**src/hdl/ptc_pkg.sv**
```systemverilog
// shared constants for the pressure/temperature compensation pipeline
// used by the top level and by the constant divider, no dependencies
`default_nettype none
package ptc_pkg;

  // divisor of both polynomials, one less than a power of two
  localparam int DIV_SHIFT = 15;
  localparam int DIV_CONST = 32767;

  // configuration register indexes
  localparam logic [1:0] CFG_CAL_LO  = 2'd0;
  localparam logic [1:0] CFG_CAL_MID = 2'd1;
  localparam logic [1:0] CFG_CAL_HI  = 2'd2;
  localparam logic [1:0] CFG_CAL_B24 = 2'd3;

  // linear scaling of the sixteen-bit coefficients: gain * raw + offset
  localparam int A1_GAIN  = 3608;
  localparam int A1_OFS   = -1731677965;
  localparam int A2_GAIN  = 16889;
  localparam int A2_OFS   = -87619360;
  localparam int BT1_GAIN = 2982;
  localparam int BT1_OFS  = 107370906;
  localparam int BT2_GAIN = 329854;
  localparam int BT2_OFS  = 108083093;
  localparam int BP1_GAIN = 19923;
  localparam int BP1_OFS  = 1133836764;
  localparam int B11_GAIN = 2406;
  localparam int B11_OFS  = 118215883;
  localparam int BP2_GAIN = 3079;
  localparam int BP2_OFS  = -181579595;
  localparam int B12_GAIN = 6846;
  localparam int B12_OFS  = 85590281;
  localparam int B21_GAIN = 13836;
  localparam int B21_OFS  = 79333336;
  localparam int BP3_GAIN = 2915;
  localparam int BP3_OFS  = 157155561;

endpackage
`default_nettype wire

```
**src/hdl/ptc_div.sv**
```systemverilog
// five-stage signed divide by 32767, truncating toward zero
// depends on ptc_pkg for the divisor
`default_nettype none
module ptc_div #(
  parameter int W = 64
) (
  input  wire logic                clk,
  input  wire logic signed [W-1:0] num,
  output logic signed [W-1:0]      quo
);

  // number of shifted terms in the reciprocal series
  localparam int K  = (W - 1) / ptc_pkg::DIV_SHIFT;
  localparam int RW = ptc_pkg::DIV_SHIFT + $clog2(K + 3);

  logic          neg1_r, neg2_r, neg3_r, neg4_r;
  logic [W-1:0]  mag1_r, mag2_r;
  logic [W-1:0]  acc2_r, q0_3_r;
  logic [RW-1:0] rem3_r;
  logic [W-1:0]  corr4_r;
  logic [W-1:0]  mag0_nxt;
  logic [W-1:0]  acc_nxt;
  logic [W-1:0]  corr_nxt;

  assign mag0_nxt = num[W-1] ? $unsigned(-num) : $unsigned(num);

  // floor sum of n / 2^(15k) is a slight underestimate of n / 32767
  always_comb begin
    acc_nxt = '0;
    for (int k = 1; k <= K; k++) begin
      acc_nxt = acc_nxt + (mag1_r >> (ptc_pkg::DIV_SHIFT * k));
    end
  end

  // remainder stays below (K + 1) * 32767, so a few compares finish it
  always_comb begin
    corr_nxt = q0_3_r;
    for (int j = 1; j <= K + 1; j++) begin
      if (rem3_r >= RW'(j * ptc_pkg::DIV_CONST)) begin
        corr_nxt = corr_nxt + W'(1);
      end
    end
  end

  always_ff @(posedge clk) begin
    neg1_r  <= num[W-1];
    mag1_r  <= mag0_nxt;
    neg2_r  <= neg1_r;
    mag2_r  <= mag1_r;
    acc2_r  <= acc_nxt;
    neg3_r  <= neg2_r;
    q0_3_r  <= acc2_r;
    rem3_r  <= RW'(mag2_r - (acc2_r << ptc_pkg::DIV_SHIFT) + acc2_r);
    neg4_r  <= neg3_r;
    corr4_r <= corr_nxt;
    quo     <= neg4_r ? $signed(W'(0) - corr4_r) : $signed(corr4_r);
  end

endmodule
`default_nettype wire

```
**config.mk**
```make
export PLATFORM = sky130hd
export DESIGN_NAME = ptc_div
export DESIGN_NICKNAME = d
export VERILOG_FILES = /design/src/hdl/ptc_pkg.sv /design/src/hdl/ptc_div.sv
export SDC_FILE = /design/constraint.sdc
export NUM_CORES = 1
export LEC_CHECK = 0
export BUFFER_PORTS_ARGS = -buffer_cell sky130_fd_sc_hd__buf_2
export CORE_MARGIN = 4
export CORE_UTILIZATION = 56
export DETAILED_ROUTE_END_ITERATION = 8
export PLACE_DENSITY = 0.85
export SLEW_MARGIN = 20
export SYNTH_ARGS = -nofsm -noshare
export SYNTH_HDL_FRONTEND = slang
export SYNTH_SLANG_ARGS = --single-unit
```
**constraint.sdc**
```tcl
create_clock -name clk -period 9.45 [get_ports clk]
set_input_delay 1.89 -clock clk [delete_from_list [all_inputs] [get_ports clk]]
set_output_delay 1.89 -clock clk [all_outputs]
set_load 0.03 [all_outputs]
```
==> flow_summary.toml <==
[yosys]
syn-instance-count = 2388
async_flop_share_pct = 0
yosys.area.top_type = "dfxtp_1"
synth_top_area_share_pct = 31.04
synth.area.top_cells = "dfxtp_1 (31%), xnor2_1 (13%), ha_1 (7.2%)"
yosysUniqueCellTypes = 108
netlist_area_um2 = 20830
synthFlopType = "dfxtp_1"
synth.avg_cell_area_um2 = 8.723
yosysWarnings = 0
synth-edff-count = 0
synth-seq-cells = 323
yosysSeqAreaShare_pct = 31.04

[cts]
insertion_delay_ns = 0.59
cts_hold_buf = 0
cts_buffers = 31
cts_tree = "yes"
cts-root-buf = "clkbuf_16"
cts_sinks = 323
cts_resized = 0
cts_buffer_depth = 3
clk_pin_slew_worst_paths_ns = 0.06
post_cts_buffers = 0
htreeDepth = 1

[floorplan]
num_rows = 70
die-area_um2 = 40350
dieWidth_um = 200.9
core_area_um2 = 36610
die_y_um = 200.9
initial_core_util_pct = 56.90
num_io_pins = 129

[critical_path]
critPathMaxFanout = 16
crit_path_end_kind = "register"
crit_chain = "nand4_1 -> or4_1 -> a211oi_1 -> ha_1 -> o21a_1 -> xnor3_1 -> nor3_2 -> nand3_1 -> nor2_1 -> nand3_1 -> o41a_1 -> nor4_2 -> nand2_1 -> or3b_2 -> nor3_1 -> xnor2_1 -> nand3b_1 -> or4_4 -> or3_1 -> nor2_2 -> xnor2_1"
critical_path.max_stage_delay_ns = 0.92
crit_slowest_cell = "or4_1"
crit_buf_inv = 0
rrSetupSlack_ns = 0.89
worst_setup_path_start_kind = "register"
required_ns = 9.96
arrival_ns = 9.07
crit_type = "register to register"
cpLargestDelayFamily = "simple AND/OR/NAND/NOR gates"

[pwr]
ir_drop_mv = 0.1925
p_per_area_nw_per_um2 = 315.3
power.leakage_uw = 0.008675

[routing]
vias = 17740
drc_errors = 0
drt_pass1_iterations = 6
viasPerCell = 5.925
ant_nets = 0
drt_iter0_drc = 1356
wirelength_um = 49640
wl_per_cell_um = 16.58

[global_route]
grt_pass1_wl_um = 82290
grt_pass1_vias = 17200
track_usage_pct = 23.58
overflow = 0
grt_max_degree = 66
antenna_found_initial = 0

[timing]
setup_viol = 0
hold_viol = 0
rsz0062_at_grt = "false"
period_share_pct = 90.55
slew_violations = 0
finalSetupTns_ns = 0
skew_ns = 0.01238
maxClockFrequency_ghz = 0.1169
min_period_ns = 8.557
max_slew_margin_pct = 29.37
worstMarginPinSlew_ns = 1.050
setup_slack_ns = 0.8927

[worst_hold_path]
hold_path_class = "register to register"

[cells_and_area]
drive_gt1_share_pct = 10.61
fin_util_pct = 62.81
diodes = 0
final_cells = 2994
syn_to_final_growth_pct = 10.40
nets = 2711
most-common-layout-cells = "dfxtp_1 (322), xnor2_1 (310), nand2_1 (172)"
final_common_cell = "dfxtp_1"

[run]
drv_cap = 0

[placement]
dp_slack_ns = 1.053
hpwlAfterDp_um = 39120
place_congestion = 0.9255
dp.cells = 2936
portBuffers = 128

[run_status]
status = "completed"
## logic make-up (layout without fill, tap and decap cells)
logic type	after synthesis	after routing	share of synthesized area (%)
AOI/OAI and AO/OA	472	472	15.70
xor gates and xnor gates	392	392	16.66
adders and majority gates	145	145	9.611
buffers and inverters	174	309	3.406
DFF	323	323	31.04
muxes	10	10	0.4926
other	1	4	0.01800
and+or+nand+nor	871	871	23.08
## final timing paths
check | from | endpoint | depth (start not counted)
setup / recovery | rem3_r[9] | corr4_r[44] | 21
hold / removal | acc2_r[49] | q0_3_r[49] | 0
setup reg to reg | rem3_r[9] | corr4_r[44] | 21
hold reg to reg | acc2_r[49] | q0_3_r[49] | 0
## stage by stage
| step | hold slack [ns] | total power [µW] | area (µm²) |
|---|---|---|---|
| after floorplan | 0.3096 | 5013 | 20840 |
| after global placement | 0.3114 | 5736 | 21850 |
| after detailed placement | 0.3121 | 5858 | 21850 |
| after CTS | 0.3251 | 7244 | 23000 |
| after global routing | 0.3283 | 7792 | 23000 |
| final | 0.3243 | 7250 | 23000 |
## flip-flops by register name (all words and copies together), names as in the netlist
signal	flops
mag1_r	64
quo	64
corr4_r	55
acc2_r	50
q0_3_r	50
mag2_r	18
rem3_r	18
neg1_r	1
neg2_r	1
neg3_r	1
neg4_r	1
## area by class of cell
class | count | area [µm²]
repair buffers | 135 | 693.2
clock inverters | 20 | 290.3
flip-flops and latches | 323 | 6467
multi-input cells | 1894 | 13670
clock buffers | 38 | 852.1
inverters | 116 | 435.4
fillers | 3030 | 13610
well taps | 468 | 585.6
## power by group
group	leakage (µW)	internal, µW	total, µW	switching [µW]
sequential	0.00272	1830	2230	397
clock	0.000558	812	1340	527
combinational	0.00540	1460	3680	2220
## layer usage
layer  GRT usage (%)  vias up  share of wire [%]
li1                -     8862                  -
met1           29.25     8189                 43
met2           42.29      573                 48
met3           3.473      115                5.3
met4           7.350        0                3.2
met5               0        -                  0
## Yosys cell counts, types with 11 or more instances
| library cell | n |
|---|---|
| dfxtp_1 | 323 |
| xnor2_1 | 310 |
| nand2_1 | 172 |
| nor2_1 | 151 |
| ha_1 | 120 |
| inv_1 | 115 |
| o21ai_0 | 112 |
| a21oi_1 | 80 |
| xor2_1 | 79 |
| nand3_1 | 77 |
| nor3_1 | 67 |
| or3_1 | 53 |
| nand4_1 | 46 |
| o31ai_1 | 43 |
| nor4_1 | 42 |
| or4_1 | 41 |
| clkbuf_1 | 33 |
| nand2b_1 | 33 |
| and3_1 | 31 |
| and2_1 | 30 |
| fa_1 | 25 |
| o41ai_1 | 21 |
| a211oi_1 | 18 |
| buf_2 | 17 |
| or2_2 | 17 |
| and4_1 | 16 |
| a21o_1 | 15 |
| a31oi_1 | 14 |
| nor2b_1 | 14 |
| nor3b_1 | 14 |
| o211ai_1 | 14 |
| o2111ai_1 | 13 |
| o22ai_1 | 13 |
| o21bai_1 | 11 |
Note: power is estimated with default switching activity, not from simulation.
